==> src/ldkb_pkg.sv <==
package ldkb_pkg;

   localparam int unsigned SampleWidth = 10;
   localparam int unsigned LevelWidth  = 7;
   localparam int unsigned PwmWidth    = 8;
   localparam int unsigned CsrIdxWidth = 2;

   localparam logic [LevelWidth-1:0] LevelMax          = 7'd100;
   localparam logic [LevelWidth-1:0] CounterLevelReset = 7'd50;
   localparam logic [LevelWidth-1:0] RingLevelReset    = 7'd100;
   localparam logic [LevelWidth-1:0] StepReset         = 7'd10;
   localparam logic [LevelWidth-1:0] ToleranceReset    = 7'd50;
   localparam logic [LevelWidth-1:0] CornerReset       = 7'd100;

   // floor(x * 255 / 100) as x * (255 * 5243) >> 19, exact for x up to 100.
   localparam logic [20:0] PwmScale = 21'd1336965;

   typedef enum logic [2:0] {
      BTN_NONE   = 3'd0,
      BTN_UP     = 3'd1,
      BTN_MIDDLE = 3'd2,
      BTN_DOWN   = 3'd3,
      BTN_RIGHT  = 3'd4,
      BTN_LEFT   = 3'd5
   } button_type;

   typedef enum logic [CsrIdxWidth-1:0] {
      CSR_LEVEL_STEP      = 2'd0,
      CSR_MATCH_TOLERANCE = 2'd1,
      CSR_CORNER_LEVEL    = 2'd2
   } csr_index_type;

   typedef struct packed {
      logic [LevelWidth-1:0] level_step;
      logic [LevelWidth-1:0] match_tolerance;
      logic [LevelWidth-1:0] corner_level;
   } cfg_type;

   typedef struct packed {
      logic       valid;
      button_type button;
   } btn_word_type;

   // Ideal inverted reading of each ladder level, n * 1024 / 5.
   function automatic logic [10:0] ladder_ideal(input logic [2:0] n);
      logic [10:0] ideal;
      case (n)
         3'd1:    ideal = 11'd204;
         3'd2:    ideal = 11'd409;
         3'd3:    ideal = 11'd614;
         3'd4:    ideal = 11'd819;
         3'd5:    ideal = 11'd1024;
         default: ideal = 11'd0;
      endcase
      return ideal;
   endfunction

   // Level percentage to PWM compare value; levels above 100 count as 100.
   function automatic logic [PwmWidth-1:0] level_to_pwm(input logic [LevelWidth-1:0] lvl);
      logic [LevelWidth-1:0] clamped;
      logic [27:0]           prod;
      clamped = (lvl > LevelMax) ? LevelMax : lvl;
      prod    = 28'(clamped) * 28'(PwmScale);
      return prod[26:19];
   endfunction

endpackage

==> src/ldkb_decode.sv <==
module ldkb_decode
   import ldkb_pkg::*;
(
   input  logic                   clock,
   input  logic                   reset,
   input  logic                   in_valid,
   output logic                   in_stall,
   input  logic [SampleWidth-1:0] in_sample,
   input  logic [LevelWidth-1:0]  match_tolerance,
   output btn_word_type           out_word,
   input  logic                   out_ready
);

   logic                   s1_valid_ff, s1_valid_in;
   logic [SampleWidth-1:0] sample_ff;
   logic                   s2_valid_ff, s2_valid_in;
   button_type             button_ff, button_in;
   logic                   s1_ready, s2_ready;

   logic [10:0] inv;
   logic [12:0] scaled;
   logic [2:0]  nearest;
   logic [10:0] ideal;
   logic [10:0] distance;

   assign s2_ready = !s2_valid_ff || out_ready;
   assign s1_ready = !s1_valid_ff || s2_ready;
   assign in_stall = !s1_ready;

   assign s1_valid_in = s1_ready ? in_valid : s1_valid_ff;
   assign s2_valid_in = s2_ready ? s1_valid_ff : s2_valid_ff;

   // Invert the reading and round to the nearest fifth of full scale.
   always_comb begin
      inv      = 11'd1024 - {1'b0, sample_ff};
      scaled   = {inv, 2'b00} + {2'b00, inv} + 13'd512;
      nearest  = scaled[12:10];
      ideal    = ladder_ideal(nearest);
      distance = (ideal > inv) ? (ideal - inv) : (inv - ideal);
      if (nearest != 3'd0 && distance < {4'b0000, match_tolerance}) begin
         button_in = button_type'(nearest);
      end else begin
         button_in = BTN_NONE;
      end
   end

   always_ff @(posedge clock) begin
      if (reset) begin
         s1_valid_ff <= 1'b0;
         s2_valid_ff <= 1'b0;
      end else begin
         s1_valid_ff <= s1_valid_in;
         s2_valid_ff <= s2_valid_in;
      end
   end

   always_ff @(posedge clock) begin
      if (in_valid && s1_ready) begin
         sample_ff <= in_sample;
      end
      if (s1_valid_ff && s2_ready) begin
         button_ff <= button_in;
      end
   end

   assign out_word.valid  = s2_valid_ff;
   assign out_word.button = button_ff;

endmodule

==> src/ldkb_ctrl.sv <==
module ldkb_ctrl
   import ldkb_pkg::*;
(
   input  logic                clock,
   input  logic                reset,
   input  cfg_type             cfg,
   input  btn_word_type        in_word,
   output logic                in_ready,
   output logic                rsp_valid,
   input  logic                rsp_stall,
   output logic [PwmWidth-1:0] rsp_counter_pwm,
   output logic [PwmWidth-1:0] rsp_ring_pwm,
   output logic [PwmWidth-1:0] rsp_corner_pwm,
   output logic                rsp_mode_led,
   output logic [2:0]          rsp_pressed_button
);

   button_type            prev_button_ff, prev_button_in;
   logic [LevelWidth-1:0] counter_level_ff, counter_level_in;
   logic [LevelWidth-1:0] ring_level_ff, ring_level_in;
   logic                  standby_ff, standby_in;
   logic                  rsp_valid_ff, rsp_valid_in;
   logic [PwmWidth-1:0]   counter_pwm_ff, ring_pwm_ff, corner_pwm_ff;
   logic                  mode_led_ff;
   logic [2:0]            pressed_ff;
   logic                  take;

   function automatic logic [LevelWidth-1:0] step_up(input logic [LevelWidth-1:0] lvl,
                                                      input logic [LevelWidth-1:0] step);
      logic [LevelWidth:0] sum;
      sum = {1'b0, lvl} + {1'b0, step};
      return (sum > {1'b0, LevelMax}) ? LevelMax : sum[LevelWidth-1:0];
   endfunction

   function automatic logic [LevelWidth-1:0] step_down(input logic [LevelWidth-1:0] lvl,
                                                        input logic [LevelWidth-1:0] step);
      return (lvl < step) ? '0 : (lvl - step);
   endfunction

   assign in_ready     = !rsp_valid_ff || !rsp_stall;
   assign take         = in_word.valid && in_ready;
   assign rsp_valid_in = in_ready ? in_word.valid : rsp_valid_ff;

   always_comb begin
      prev_button_in   = prev_button_ff;
      counter_level_in = counter_level_ff;
      ring_level_in    = ring_level_ff;
      standby_in       = standby_ff;
      if (take && in_word.button != prev_button_ff) begin
         prev_button_in = in_word.button;
         case (in_word.button)
            BTN_UP:     counter_level_in = step_up(counter_level_ff, cfg.level_step);
            BTN_MIDDLE: standby_in       = !standby_ff;
            BTN_DOWN:   counter_level_in = step_down(counter_level_ff, cfg.level_step);
            BTN_RIGHT:  ring_level_in    = step_up(ring_level_ff, cfg.level_step);
            BTN_LEFT:   ring_level_in    = step_down(ring_level_ff, cfg.level_step);
            default:    ;
         endcase
      end
   end

   always_ff @(posedge clock) begin
      if (reset) begin
         prev_button_ff   <= BTN_NONE;
         counter_level_ff <= CounterLevelReset;
         ring_level_ff    <= RingLevelReset;
         standby_ff       <= 1'b0;
         rsp_valid_ff     <= 1'b0;
      end else begin
         prev_button_ff   <= prev_button_in;
         counter_level_ff <= counter_level_in;
         ring_level_ff    <= ring_level_in;
         standby_ff       <= standby_in;
         rsp_valid_ff     <= rsp_valid_in;
      end
   end

   always_ff @(posedge clock) begin
      if (take) begin
         counter_pwm_ff <= standby_in ? '0 : level_to_pwm(counter_level_in);
         ring_pwm_ff    <= standby_in ? '0 : level_to_pwm(ring_level_in);
         corner_pwm_ff  <= standby_in ? '0 : level_to_pwm(cfg.corner_level);
         mode_led_ff    <= standby_in;
         pressed_ff     <= in_word.button;
      end
   end

   assign rsp_valid          = rsp_valid_ff;
   assign rsp_counter_pwm    = counter_pwm_ff;
   assign rsp_ring_pwm       = ring_pwm_ff;
   assign rsp_corner_pwm     = corner_pwm_ff;
   assign rsp_mode_led       = mode_led_ff;
   assign rsp_pressed_button = pressed_ff;

`ifndef ASSERT_OFF
   a_levels_in_range: assert property (@(posedge clock) disable iff (reset)
      counter_level_ff <= LevelMax && ring_level_ff <= LevelMax)
      else $error("brightness level left its range");

   a_standby_by_middle: assert property (@(posedge clock) disable iff (reset)
      !$past(reset) && !$stable(standby_ff) |->
         $past(take) && $past(in_word.button) == BTN_MIDDLE)
      else $error("standby changed without a middle press");

   a_pending_mode_matches: assert property (@(posedge clock) disable iff (reset)
      rsp_valid_ff |-> mode_led_ff == standby_ff)
      else $error("pending word mode differs from standby state");

   a_pending_counter_pwm: assert property (@(posedge clock) disable iff (reset)
      rsp_valid_ff && !mode_led_ff |-> counter_pwm_ff == level_to_pwm(counter_level_ff))
      else $error("pending counter PWM differs from counter level");
`endif

endmodule

==> src/ladder_keypad_brightness_control.sv <==
// Ladder keypad brightness control.
//
// The request channel (req_valid, req_stall, req_adc_sample) takes one raw
// ladder keypad reading per word. The response channel (rsp_valid, rsp_stall
// and the rsp_ payload ports) returns exactly one word for each request: the
// three PWM compare values, the mode LED and the decoded button.
// A word is moved at a rising edge where valid is high and stall is low.
// The register port (csr_valid, csr_ready, csr_index, csr_data) writes the
// step, tolerance and corner level; it is always ready, and writes to an
// unknown index are dropped. Registers should only be written while idle.
// From request acceptance to the response word, a reading passes an input
// register, the decoded button register and the response register. One
// word is accepted every cycle unless the receiver stalls; the rate is set by
// the single state update in the response stage, which handles one button
// per cycle. When the receiver stalls, the response holds and the three
// stages fill up before req_stall rises, so the sender is stalled only once
// all are full. Synchronous reset empties the pipeline, sets the levels to
// 50 and 100, leaves standby and restores the register defaults.
module ladder_keypad_brightness_control
   import ldkb_pkg::*;
(
   input  logic                   clock,
   input  logic                   reset,
   input  logic                   req_valid,
   output logic                   req_stall,
   input  logic [SampleWidth-1:0] req_adc_sample,
   output logic                   rsp_valid,
   input  logic                   rsp_stall,
   output logic [PwmWidth-1:0]    rsp_counter_pwm,
   output logic [PwmWidth-1:0]    rsp_ring_pwm,
   output logic [PwmWidth-1:0]    rsp_corner_pwm,
   output logic                   rsp_mode_led,
   output logic [2:0]             rsp_pressed_button,
   input  logic                   csr_valid,
   output logic                   csr_ready,
   input  logic [CsrIdxWidth-1:0] csr_index,
   input  logic [LevelWidth-1:0]  csr_data
);

   cfg_type      cfg_ff;
   btn_word_type btn_word;
   logic         ctrl_ready;

   // The register port never pushes back.
   assign csr_ready = 1'b1;

   always_ff @(posedge clock) begin
      if (reset) begin
         cfg_ff.level_step      <= StepReset;
         cfg_ff.match_tolerance <= ToleranceReset;
         cfg_ff.corner_level    <= CornerReset;
      end else if (csr_valid && csr_ready) begin
         case (csr_index)
            CSR_LEVEL_STEP:      cfg_ff.level_step      <= csr_data;
            CSR_MATCH_TOLERANCE: cfg_ff.match_tolerance <= csr_data;
            CSR_CORNER_LEVEL:    cfg_ff.corner_level    <= csr_data;
            default:             ;
         endcase
      end
   end

   // Sample register and ladder decode, ending in the button register.
   ldkb_decode u_decode (
      .clock           (clock),
      .reset           (reset),
      .in_valid        (req_valid),
      .in_stall        (req_stall),
      .in_sample       (req_adc_sample),
      .match_tolerance (cfg_ff.match_tolerance),
      .out_word        (btn_word),
      .out_ready       (ctrl_ready)
   );

   // Edge detection on the button, level and standby state, response register.
   ldkb_ctrl u_ctrl (
      .clock              (clock),
      .reset              (reset),
      .cfg                (cfg_ff),
      .in_word            (btn_word),
      .in_ready           (ctrl_ready),
      .rsp_valid          (rsp_valid),
      .rsp_stall          (rsp_stall),
      .rsp_counter_pwm    (rsp_counter_pwm),
      .rsp_ring_pwm       (rsp_ring_pwm),
      .rsp_corner_pwm     (rsp_corner_pwm),
      .rsp_mode_led       (rsp_mode_led),
      .rsp_pressed_button (rsp_pressed_button)
   );

endmodule

==> config.mk <==
export PLATFORM = sky130hd
export DESIGN_NAME = ladder_keypad_brightness_control
export DESIGN_NICKNAME = d
export VERILOG_FILES = /design/src/ldkb_pkg.sv /design/src/ldkb_decode.sv /design/src/ldkb_ctrl.sv /design/src/ladder_keypad_brightness_control.sv
export SDC_FILE = /design/constraint.sdc
export NUM_CORES = 1
export LEC_CHECK = 0
export ABC_AREA = 1
export BUFFER_PORTS_ARGS = -buffer_cell sky130_fd_sc_hd__buf_4
export CAP_MARGIN = 20
export CORE_AREA = 10 10 210 162
export DETAILED_ROUTE_END_ITERATION = 8
export DIE_AREA = 0 0 220 172
export PLACE_DENSITY = 0.63
export SKIP_CTS_REPAIR_TIMING = 1
export SKIP_LAST_GASP = 1
export SYNTH_ARGS = -nofsm -noshare
export SYNTH_HDL_FRONTEND = slang
export SYNTH_SLANG_ARGS = --single-unit
==> constraint.sdc <==
create_clock -name clock -period 12.8 [get_ports clock]
set_input_delay 2.56 -clock clock [delete_from_list [all_inputs] [get_ports clock]]
set_output_delay 2.56 -clock clock [all_outputs]
set_load 0.005 [all_outputs]
==> run summary, run 1 <==
The total overflow reported by the global router came out at 0. The H-tree was split into 3 levels. STA classifies the critical path startpoint as a primary input. The design internal power is 735 uW.

For the worst flop-to-flop path, the logic depth is 42. The area enclosed by the die boundary is 37800 sq um. The fraction of power spent switching nets is 43.9%. The number of fill cells is 3049. The net count after synthesis is 1855. In the routed design, unresolved DRC markers number 0. The number of buffers added by the clock tree synthesis step is 9. In this run, the combinational gates consume 55.3% of the power. The flow ran to the end, and the final reports show no timing, DRC or antenna violations. Leaving out fill and tap cells, the most frequent cell in the layout is sky130_fd_sc_hd__inv_1.

The number of cells traversed by the worst hold path came out at 2. The xor/xnor share of the synthesized area came out at 3.01%. After the first detailed-routing iteration, the DRC count stood at 658. Setup violations remaining at the end of the flow were counted as 0. The clock group share of total power came out at 20.8%. The slowest stage of the critical path belongs to the cell sky130_fd_sc_hd__fa_1. Across the run, the number of max-cap violations was 0. The CTS tree is yes. The tree is rooted in a sky130_fd_sc_hd__clkbuf_16. At the later pin of the worst-skew pair, clock insertion delay measures 0.35 ns. The number of top-level pins came out at 55.

The final critical path takes up 64.1% of the cycle. The final net count is 1905. The number of cells produced by synthesis came out at 1549. The path with the worst hold slack has its endpoint at u_decode.s2_valid_ff. The fraction of power consumed by sequential logic came out at 23.9%. The routed via count is 10174. The compound-cell area share of the yosys netlist is 13.2%. In this run the critical register-to-register path is captured at u_decode.button_ff[2]. The ratio of cells with drive above 1 in the final layout is 8.67%. The classification of the worst-slack hold path is flop to flop. The site row count came out at 55. The first-pass iteration count of the detailed router is 5. The global-route usage over all layers came out at 16.3%.

Subtracting the final worst setup slack from the clock period gives 8.20 ns. The layout overhead on the synthesized area came out at 9.93%. Counting along the longest clock path gives a buffer depth of 2.

The critical path arrival is 8.31 ns. The nature of the critical path endpoint is a flop. After detailed routing, the number of vias per cell comes to 5.08. The number of antenna violations at the first check in global routing is 0. The count of state elements after synthesis came out at 83. Adding up every negative setup slack in the final design gives 0 ns. The warning count from the yosys run came out at 0. The largest net degree at the start of global routing came out at 30.

The startpoint identified for the worst register-to-register timing path is u_decode.sample_ff[2]. The post-synthesis share of cell area spent on and, or, nand and nor gates is 22.2%. The largest vdd supply drop is 0.0636 mV.

The clock tree skew after final layout is 0.0162 ns. The post-synthesis area per instance came out at 7.45 sq um. The routability congestion estimate from global placement is 0.929. The worst slew margin relative to its limit is 41.9%.

The total net switching power is 575 uW. Setup repair after global routing left no endpoint under its margin. The post-synthesis adder-cell area fraction is 33.5%.

The proportion of synthesized area in mux cells came out at 0%. The clock transition time at the flip-flop clock pins of the worst setup and hold paths came out at 0.07 ns. Overall power consumption after layout is estimated at 1310 uW.

Across all hold checks on the routed design, the worst slack comes to 0.482 ns. Once detailed placement completed, the half-perimeter wirelength came to 25.1 mm. The die outline height came out at 172 um. The total inserted antenna cells came out at 0. The combined area of all synthesized cells came out at 11500 sq um.

From left edge to right edge, the die measures 220 um. After synthesis, the largest family of logic cells by area is adder cells. For this block, the routed nets add up to 29.7 mm of wire.

The required arrival time at the worst endpoint is 12.91 ns. Static timing analysis puts the maximum clock frequency at 122 MHz. Leaving out fill and tap cells, the most frequent cells in the layout are sky130_fd_sc_hd__inv_1 (274), sky130_fd_sc_hd__nand2_1 (268), sky130_fd_sc_hd__ha_1 (237). The global-route wire length before repair is 50.6 mm. The power per unit of standard cell area came out at 103 nW/um^2. The proportion of synthesized chip area in sequential cells came out at 18.0%. After detailed routing, the average wire length per cell comes to 14.8 um. The via count of the first global-routing pass was 10045. The leakage dissipation came out at 0.00667 uW. The slew of the pin with the lowest slew margin came out at 0.871 ns. The starting utilization of the core area came out at 38.6%.

The number of clock sinks is 83. Buffers placed on the I/O ports in this run total 53. The largest fanout on the critical path is 29. The worst hold path startpoint is u_decode.s1_valid_ff. The setup slack of the most critical reg-to-reg path is 5.01 ns. The post-synthesis cell type count came out at 56. The remaining antenna violation count is 0. The max-slew violation count is 0. The classification of the worst setup path is primary input to flop. The worst stage delay on the critical path is 0.49 ns. The area of the core is 29900 sq um.

The hold violation count in the final report is 0.
cell usage after synthesis (all sizes together):
cell type	n	area [sq um]
dfxtp	42	841
nor3	26	135
nand4	23	144
o2111ai	1	8.76
a21boi	3	26.3
fa	45	901
edfxtp	41	1230
o21a	3	22.5
o21bai	9	71.3
a221oi	1	8.76
o31ai	2	15.0
o221ai	5	50.0
xnor2	17	149
a41oi	1	16.3
buf	8	52.6
a211oi	7	57.6
xor2	21	199
nor4b	1	8.76
a311oi	1	8.76
clkinv	1	3.75
nor4	4	25.0
clkbuf	7	26.3
o211ai	10	75.1
a21oi	117	631
o221a	2	22.5
nor2	156	628
nand3	80	425
o21ai	74	374
nand3b	4	30.0
ha	237	2970
inv	288	1090
a21o	9	67.6
conb	1	3.75
a31oi	11	68.8
or2	14	87.6
nand2	277	1070
final cells by class:
class / instances / area, sq um / share of cell area, %
clock buffer: 10 / 239 / 1.88
clock inverter: 6 / 70.1 / 0.552
inverter: 289 / 1090 / 8.59
multi-input combinational: 1162 / 8310 / 65.5
sequential: 83 / 2070 / 16.3
tap: 399 / 499 / 3.94
timing repair buffer: 54 / 405 / 3.20
cells by family (layout without fill, tap and decap cells):
logic type,count (synthesis),count (layout)
xor gates and xnor gates,38,38
AOI/OAI and AO/OA,256,256
buffers and inverters,304,359
and+or+nand+nor,585,585
other,1,1
adders and majority gates,282,282
DFF,83,83
critical path: cells and delay by family:
family	cells	cell delay, ns
AND/OR/NAND/NOR	13	1.60
buffers and inverters	5	0.72
AO/OA/AOI/OAI	6	1.40
adder cells (fa/ha/maj)	5	1.98
power by group through the flow:
stage          combinational (uW)  clock, uW  sequential (uW)
2_1_floorplan                 546          0              316
3_3_place_gp                  705          0              319
3_5_place_dp                  711          0              319
4_1_cts                       719        280              314
5_1_grt                       839        289              315
6_report                      724        272              314
metal layers:
metal,track usage [%],wire (um),up-vias
met5,0,0,-
met4,2.55,203,0
met3,2.69,1430,14
met2,25.0,12600,218
met1,23.6,15500,4726
li1,-,-,5216
worst max path at each step:
stage | start | end | slack [ns] | depth (start not counted)
after floorplan | rsp_stall | u_ctrl.rsp_ring_pwm[6] | 3.98 | 27
after global placement | rsp_stall | u_ctrl.rsp_ring_pwm[6] | 4.41 | 29
final | rsp_stall | u_ctrl.rsp_ring_pwm[6] | 4.60 | 29
after CTS | rsp_stall | u_ctrl.rsp_ring_pwm[6] | 4.63 | 29
after detailed placement | rsp_stall | u_ctrl.rsp_ring_pwm[6] | 4.29 | 28
after global routing | rsp_stall | u_ctrl.rsp_ring_pwm[6] | 4.05 | 29
per-stage QoR:
step	utilization, %	instances	setup WS, ns	area, sq um
after CTS	42.5	2003	4.63	12700
after global placement	41.4	1987	4.41	12400
after floorplan	-	1549	3.98	11500
after global routing	42.5	2003	4.05	12700
final	42.5	2003	4.60	12700
after detailed placement	41.4	1987	4.29	12400
state kept, by name, indices dropped and copies added, names as in the netlist:
| signal | flops |
|---|---|
| u_decode.button_ff | 3 |
| cfg_ff | 21 |
| u_ctrl.rsp_valid | 1 |
| u_ctrl.rsp_mode_led | 1 |
| u_ctrl.ring_level_ff | 7 |
| u_ctrl.rsp_corner_pwm | 8 |
| u_ctrl.prev_button_ff | 3 |
| u_ctrl.rsp_counter_pwm | 8 |
| u_ctrl.rsp_pressed_button | 3 |
| u_decode.sample_ff | 10 |
| u_ctrl.rsp_ring_pwm | 8 |
| u_decode.s2_valid_ff | 1 |
| u_ctrl.counter_level_ff | 7 |
| u_ctrl.standby_ff | 1 |
| u_decode.s1_valid_ff | 1 |
Note: power is estimated with default switching activity, not from simulation.
==> run 2, diff against run 1 <==
- clock period: 12.8 -> 7.7 ns (I/O delays scaled with it)
==> run 2 against run 1 <==
  * Non-clock buffer count increased by 9
  * Clock-buffer cell count decreased by 1
  * Flip-flop and latch count unchanged
  * Clock skew decreased by 0.0054 ns
  * Routed wire length increased by 2.9%
  * Power increased by 70%
  * Combinational power increased by 73%
  * Sequential share of layout area decreased by 0.20 points
==> run summary, run 2 (synthesis gave the netlist of run 1 again) <==
The flow ran to the end, and the final reports show no timing, DRC or antenna violations. The half-perimeter wire length after placement came out at 25.8 mm (+2.6%). The largest fanout on the critical path came out at 10 (-66%). TritonCTS built the clock tree.

The total inserted antenna cells is 0 (unchanged). The first-pass iteration count of the detailed router was 5 (unchanged). The most frequent standard cell in the layout excluding fill and tap cells is sky130_fd_sc_hd__inv_1.

The area of the core is 29900 sq um (unchanged). The remaining antenna violation count is 0 (unchanged). The die outline height came out at 172 um (unchanged).

The library cells used most frequently in the layout, excluding fill and tap cells, are sky130_fd_sc_hd__inv_1 (272), sky130_fd_sc_hd__nand2_1 (266), sky130_fd_sc_hd__ha_1 (235). The number of antenna violations at the first check in global routing came out at 0 (unchanged). The critical path arrival came to 7.28 ns (-1.03 ns). The slew of the pin with the lowest slew margin is 0.918 ns (+0.0465 ns). The worst stage delay on the critical path is 0.43 ns (-0.06 ns). STA classifies the critical path endpoint as a flop. The largest net degree at the start of global routing came out at 29 (-3.3%). The hold violation count in the final report is 0 (unchanged). The leakage dissipation was 0.00672 uW (+0.80%).

The via count of the first global-routing pass is 9867 (-1.8%). The residual DRC count is 0 (unchanged). The largest vdd supply drop came out at 0.0865 mV (+36%). In this run the critical register-to-register path is launched from u_decode.sample_ff[0].

The worst path uses 91.8% of the clock period. The count of maximum capacitance violations is 0 (unchanged). The total overflow reported by the global router came out at 0 (unchanged). The classification of the worst setup path is flop to flop. The endpoint of the worst register-to-register path is u_decode.button_ff[0].

The final worst setup slack is 0.629 ns (-3.97 ns). The power per unit of standard cell area came out at 174 nW/um^2 (+68%). The slowest stage of the critical path is the sky130_fd_sc_hd__edfxtp_1 cell. The number of flip-flops in the largest register is 21 (unchanged). STA classifies the critical path startpoint as a flop.

Clock tree synthesis selected as its root buffer the cell sky130_fd_sc_hd__clkbuf_16. The site row count is 55 (unchanged). The required arrival time at the worst endpoint is 7.91 ns (-5.00 ns). The routability congestion estimate from global placement came out at 0.956 (+2.9%). The global-route wire length before repair came out at 50.5 mm (-0.14%). The worst slack at placement is 0.412 ns (-3.88 ns). The largest registers in the layout are cfg_ff: 21 flops, u_decode.sample_ff: 10 flops. The number of buffers added by the clock tree synthesis step is 9 (unchanged). The number of top-level pins came out at 55 (unchanged). The max-slew violation count is 0 (unchanged).

The clock transition time at the flip-flop clock pins of the worst setup and hold paths was 0.07 ns (about the same). The highest achievable clock rate is 141 MHz. The quantity of I/O buffers inserted on ports came out at 53 (unchanged).

The final net count is 1914 (+0.47%). The path class of the tightest hold or removal check is flop to flop. The global-route usage over all layers came out at 16.4% (+0.19 points). The maximum root-to-sink buffer count is 2 (unchanged). The number of cells traversed by the worst hold path is 2 (unchanged).

The clock tree skew after final layout came out at 0.0108 ns (-0.00537 ns). The starting utilization of the core area came to 38.6% (unchanged). The total number of H-tree levels came out at 3 (unchanged). For hold timing, the worst endpoint is cfg_ff[13]. The setup slack of the most critical reg-to-reg path was 0.63 ns (-4.38 ns). The ratio of cells with drive above 1 in the final layout came out at 10.3% (+1.6 points).

The total setup violations reported at the end of the flow came out at 0 (unchanged). The via density per instance was 5.07 (-0.17%). The post-route minimum period is 7.07 ns.

The area enclosed by the die boundary came out at 37800 sq um (unchanged). The clock network latency to the later pin of the worst-skew pair is 0.35 ns (about the same). The routed via count is 10202 (+0.28%). The average wire per cell in the routed design is 15.2 um (+2.4%). The number of cells on the worst reg-to-reg path is 43 (+2.4%).

The number of clock sinks came out at 83 (unchanged). The fraction of the core area covered by cells at the end of the flow is 43.0% (+0.52 points). The die width came out at 220 um (unchanged).

The largest register by flop count is cfg_ff. The count of routing violations after the opening detailed-route iteration is 778 (+18%). The layout overhead on the synthesized area is 11.3%. The worst hold path startpoint is cfg_ff[13]. The worst slew margin relative to its limit is 38.8% (-3.1 points). The sum of routed wire length over all layers came out at 30.6 mm (+2.9%).
==> run 2: changes by cell type in the layout (fill, tap and decap cells not counted), sizes merged <==
| cell | previous run | this run |
|---|---|---|
| clkinv | 3 | 5 |
| inv | 291 | 290 |
| clkbuf | 10 | 9 |
| buf | 54 | 63 |
==> run 2: worst max-delay path by stage <==
stage                          startpoint                     end  slack [ns]  depth (start not counted)
detailed placement  u_decode.sample_ff[2]   u_decode.button_ff[2]        0.41                         44
finish              u_decode.sample_ff[0]   u_decode.button_ff[0]        0.63                         43
global route        u_decode.sample_ff[0]   u_decode.button_ff[0]       -0.03                         49
floorplan                       rsp_stall  u_ctrl.rsp_ring_pwm[6]        0.62                         27
CTS                 u_decode.sample_ff[2]   u_decode.button_ff[0]        0.37                         44
global placement    u_decode.sample_ff[2]   u_decode.button_ff[0]        0.74                         45
==> run 2: per-layer routing <==
| layer | part of all wire (%) | vias up | GRT usage (%) | wire length, um |
|---|---|---|---|---|
| li1 | - | 5226 | - | - |
| met1 | 52 | 4727 | 24.1 | 16000 |
| met2 | 41 | 224 | 24.3 | 12600 |
| met3 | 5.3 | 25 | 3.14 | 1640 |
| met4 | 1.2 | 0 | 3.48 | 378 |
| met5 | 0 | - | 0 | 0 |
==> run 2: stage by stage <==
step / hold WS, ns / area [sq um] / power (uW) / TNS (ns) / cells
finish: 0.462 / 12800 / 2230 / 0 / 2012
global placement: 0.461 / 12400 / 1730 / 0 / 1988
floorplan: 0.435 / 11500 / 1430 / 0 / 1549
global route: 0.501 / 12800 / 2440 / -0.0350 / 2012
detailed placement: 0.455 / 12400 / 1740 / 0 / 1988
CTS: 0.465 / 12700 / 2200 / 0 / 2004
==> run 2: power by group <==
part / internal (uW) / total [uW] / switching (uW)
logic: 474 / 1250 / 780
registers: 503 / 521 / 18.1
clock network: 255 / 456 / 201
==> run 2: layout make-up <==
cell class / instances / area (sq um)
flip-flops and latches: 83 / 2070
well taps: 399 / 499
inverters: 289 / 1090
clock buffers: 9 / 225
clock inverters: 7 / 76.3
fillers: 3042 / 17000
multi-input cells: 1162 / 8400
repair buffers: 63 / 473
==> run 2: critical path, delay by kind of cell (launching register included) <==
kind | cells | cell delay, ns
adders and majority gates | 4 | 1.07
buffers and inverters | 5 | 0.36
AOI/OAI and AO/OA | 18 | 2.85
DFF | 1 | 0.43
xor gates and xnor gates | 2 | 0.39
and+or+nand+nor | 14 | 1.84
==> run 3, diff against run 2 <==
- MAX_ROUTING_LAYER: not set -> met4
==> run 3 against run 2 <==
  * Critical path depth increased by 1
  * Worst hold slack improved by 0.0069 ns
  * Clock skew increased by 0.0022 ns
  * Clock power increased by 6.4%
  * Sequential power about the same
  * Combinational power about the same
  * Cell count about the same
  * Via count increased by 0.18%
  * Global-route usage increased by 0.29 points
  * Design area unchanged
  * Register-to-register slack got worse by 0.10 ns
  * Routed wire length decreased by 0.43%
  * Critical path type unchanged
  * Critical endpoint is now u_decode.button_ff[2]
  * Highest routed layer unchanged
==> run summary, run 3 (synthesis gave the netlist of run 1 again) <==
The run finished with clean final reports. The die width is 220 um (unchanged). The ratio of cells with drive above 1 in the final layout is 9.93% (-0.36 points).

The area enclosed by the die boundary came to 37800 sq um (unchanged). STA classifies the critical path endpoint as a flop. The required arrival time at the worst endpoint is 7.90 ns (about the same).

The most frequent standard cell in the layout excluding fill and tap cells is sky130_fd_sc_hd__inv_1. The power per unit of standard cell area came out at 175 nW/um^2 (+0.83%). The number of flip-flops in the largest register came out at 21 (unchanged). The leakage dissipation came out at 0.00672 uW (about the same). In the final layout, the registers with the most flip-flops are cfg_ff: 21 flops, u_decode.sample_ff: 10 flops. The number of clock sinks came to 83 (unchanged). Counting stages on the worst path, the most repeated cell is sky130_fd_sc_hd__nand2_1. The starting utilization of the core area came to 38.6% (unchanged). The largest vdd supply drop came out at 0.106 mV (+22%).

The die outline height came out at 172 um (unchanged). The number of buffers added by the clock tree synthesis step is 9 (unchanged). The root buffer selected by CTS is sky130_fd_sc_hd__clkbuf_16. The count of routing violations after the opening detailed-route iteration came out at 760 (-2.3%).

The total setup violations reported at the end of the flow is 0 (unchanged). The largest register by flop count is cfg_ff. The number of fill cells is 3010 (-1.1%). The final clock period utilization by the worst path is 93.2% (+1.3 points). The via count of the first global-routing pass is 9843 (-0.24%). The total inserted antenna cells is 0 (unchanged). The count of maximum capacitance violations was 0 (unchanged). The worst setup path is launched from a flop. The total overflow reported by the global router came to 0 (unchanged).

The slew of the pin with the lowest slew margin is 0.851 ns (-0.0669 ns). The worst stage delay on the critical path came out at 0.46 ns (+0.03 ns). The clock tree skew after final layout came to 0.0131 ns (+0.00223 ns). The met2 routed wirelength is 13.0 mm (+3.3%).

The global-route wire length before repair came out at 50.1 mm (-0.86%). The total length of routed met3 wires came out at 1.72 mm (+4.9%). The clock network latency to the later pin of the worst-skew pair is 0.35 ns (about the same). The total number of H-tree levels is 3 (unchanged).

The final non-filler cell area is 12800 sq um (unchanged). The area of the multi-input gates is 8390 sq um (-0.12%). The max-slew violation count is 0 (unchanged). The average wire per cell in the routed design came out at 15.2 um (-0.33%). The fraction of the core area covered by cells at the end of the flow is 43.0% (unchanged). The sum of routed wire length over all layers was 30.5 mm (-0.43%). The worst slew margin relative to its limit is 43.2% (+4.5 points). The sequential cell area came out at 2070 sq um (unchanged). The residual DRC count came out at 0 (unchanged). The layout overhead on the synthesized area is 11.3% (unchanged). The first-pass iteration count of the detailed router is 5 (unchanged). The quantity of I/O buffers inserted on ports is 53 (unchanged). The met1 layer wirelength in the final routing came out at 15.4 mm (-3.3%).

The number of antenna violations at the first check in global routing came out at 0 (unchanged). The global-route usage over all layers came out at 16.7% (+0.29 points). The highest metal layer carrying signal wires in the routed design is met4. The number of top-level pins came out at 55 (unchanged). The area of the core came out at 29900 sq um (unchanged). The hold violation count in the final report came to 0 (unchanged). The remaining antenna violation count came out at 0 (unchanged). The placed instance area came out at 12400 sq um (unchanged).

The post-layout instance count excluding filler cells is 2010 (-0.099%). The routed via count is 10220 (+0.18%). The instance count after placement with tap cells included came out at 1988 (unchanged). The half-perimeter wire length after placement came out at 25.5 mm (-1.0%).

The post-route minimum period came out at 7.17 ns (+0.103 ns). The worst hold path belongs to the class flop to flop. The classification of the worst setup path is flop to flop.

The largest net degree at the start of global routing is 29 (unchanged). The via density per instance is 5.08 (+0.28%). The final net count came out at 1912 (-0.10%). The routability congestion estimate from global placement is 0.975 (+1.9%).

The slowest stage of the critical path belongs to the cell sky130_fd_sc_hd__edfxtp_1. The clock transition time at the flip-flop clock pins of the worst setup and hold paths is 0.07 ns (about the same). The site row count is 55 (unchanged).

The critical path arrival came out at 7.38 ns (+0.10 ns). The maximum root-to-sink buffer count is 2 (unchanged). TritonCTS built the clock tree. The highest achievable clock rate came out at 139 MHz (-1.4%). The largest fanout on the critical path is 10 (unchanged). In the layout the commonest cells are sky130_fd_sc_hd__inv_1 (272), sky130_fd_sc_hd__nand2_1 (268), sky130_fd_sc_hd__ha_1 (235).

The final hold slack was 0.469 ns (+0.00685 ns).
## run 3: changes by cell type in the layout (fill, tap and decap cells not counted), sizes merged
| cell | previous run | this run |
|---|---|---|
| bufinv | 1 | 2 |
| clkinv | 5 | 4 |
| inv | 290 | 289 |
| clkbuf | 9 | 10 |
| buf | 63 | 61 |
## run 3: area by class of cell
| cell class | count | share of cell area [%] |
|---|---|---|
| multi-input combinational | 1162 | 65.4 |
| sequential | 83 | 16.1 |
| inverter | 289 | 8.49 |
| tap | 399 | 3.89 |
| timing repair buffer | 61 | 3.57 |
| clock buffer | 10 | 1.86 |
| clock inverter | 6 | 0.682 |
## run 3: layer usage
layer	GRT usage (%)	up-vias
met5	-	-
met4	2.64	0
met3	2.88	20
met2	25.2	253
met1	23.4	4722
li1	-	5225
## run 3: critical path, delay by kind of cell, from the launching register on
| kind | cells | cell delay, ns |
|---|---|---|
| AOI/OAI and AO/OA | 14 | 2.03 |
| xor gates and xnor gates | 3 | 0.57 |
| adders and majority gates | 4 | 1.20 |
| buffers and inverters | 7 | 0.65 |
| DFF | 1 | 0.46 |
| and+or+nand+nor | 16 | 2.11 |
## run 3: where the power goes
group	internal, uW	switching [uW]	leakage [uW]
Sequential	503	18.1	0.000716
Clock	294	192	0.000163
Combinational	470	773	0.00584
## run 3: per-stage QoR
step	setup slack, ns	total power [uW]	setup TNS (ns)
5_1_grt	-0.0514	2460	-0.120
6_report	0.526	2250	0
4_1_cts	0.418	2230	0
2_1_floorplan	0.622	1430	0
3_3_place_gp	0.674	1720	0
3_5_place_dp	0.462	1730	0
## run 3: path summary, 6_finish.rpt
path / startpoint / endpoint / slack, ns / depth (start not counted)
worst min register to register: cfg_ff[13] / cfg_ff[13] / 0.47 / 2
worst max-delay path: u_decode.sample_ff[2] / u_decode.button_ff[2] / 0.53 / 44
worst max register to register: u_decode.sample_ff[2] / u_decode.button_ff[2] / 0.53 / 44
worst min-delay path: cfg_ff[13] / cfg_ff[13] / 0.47 / 2
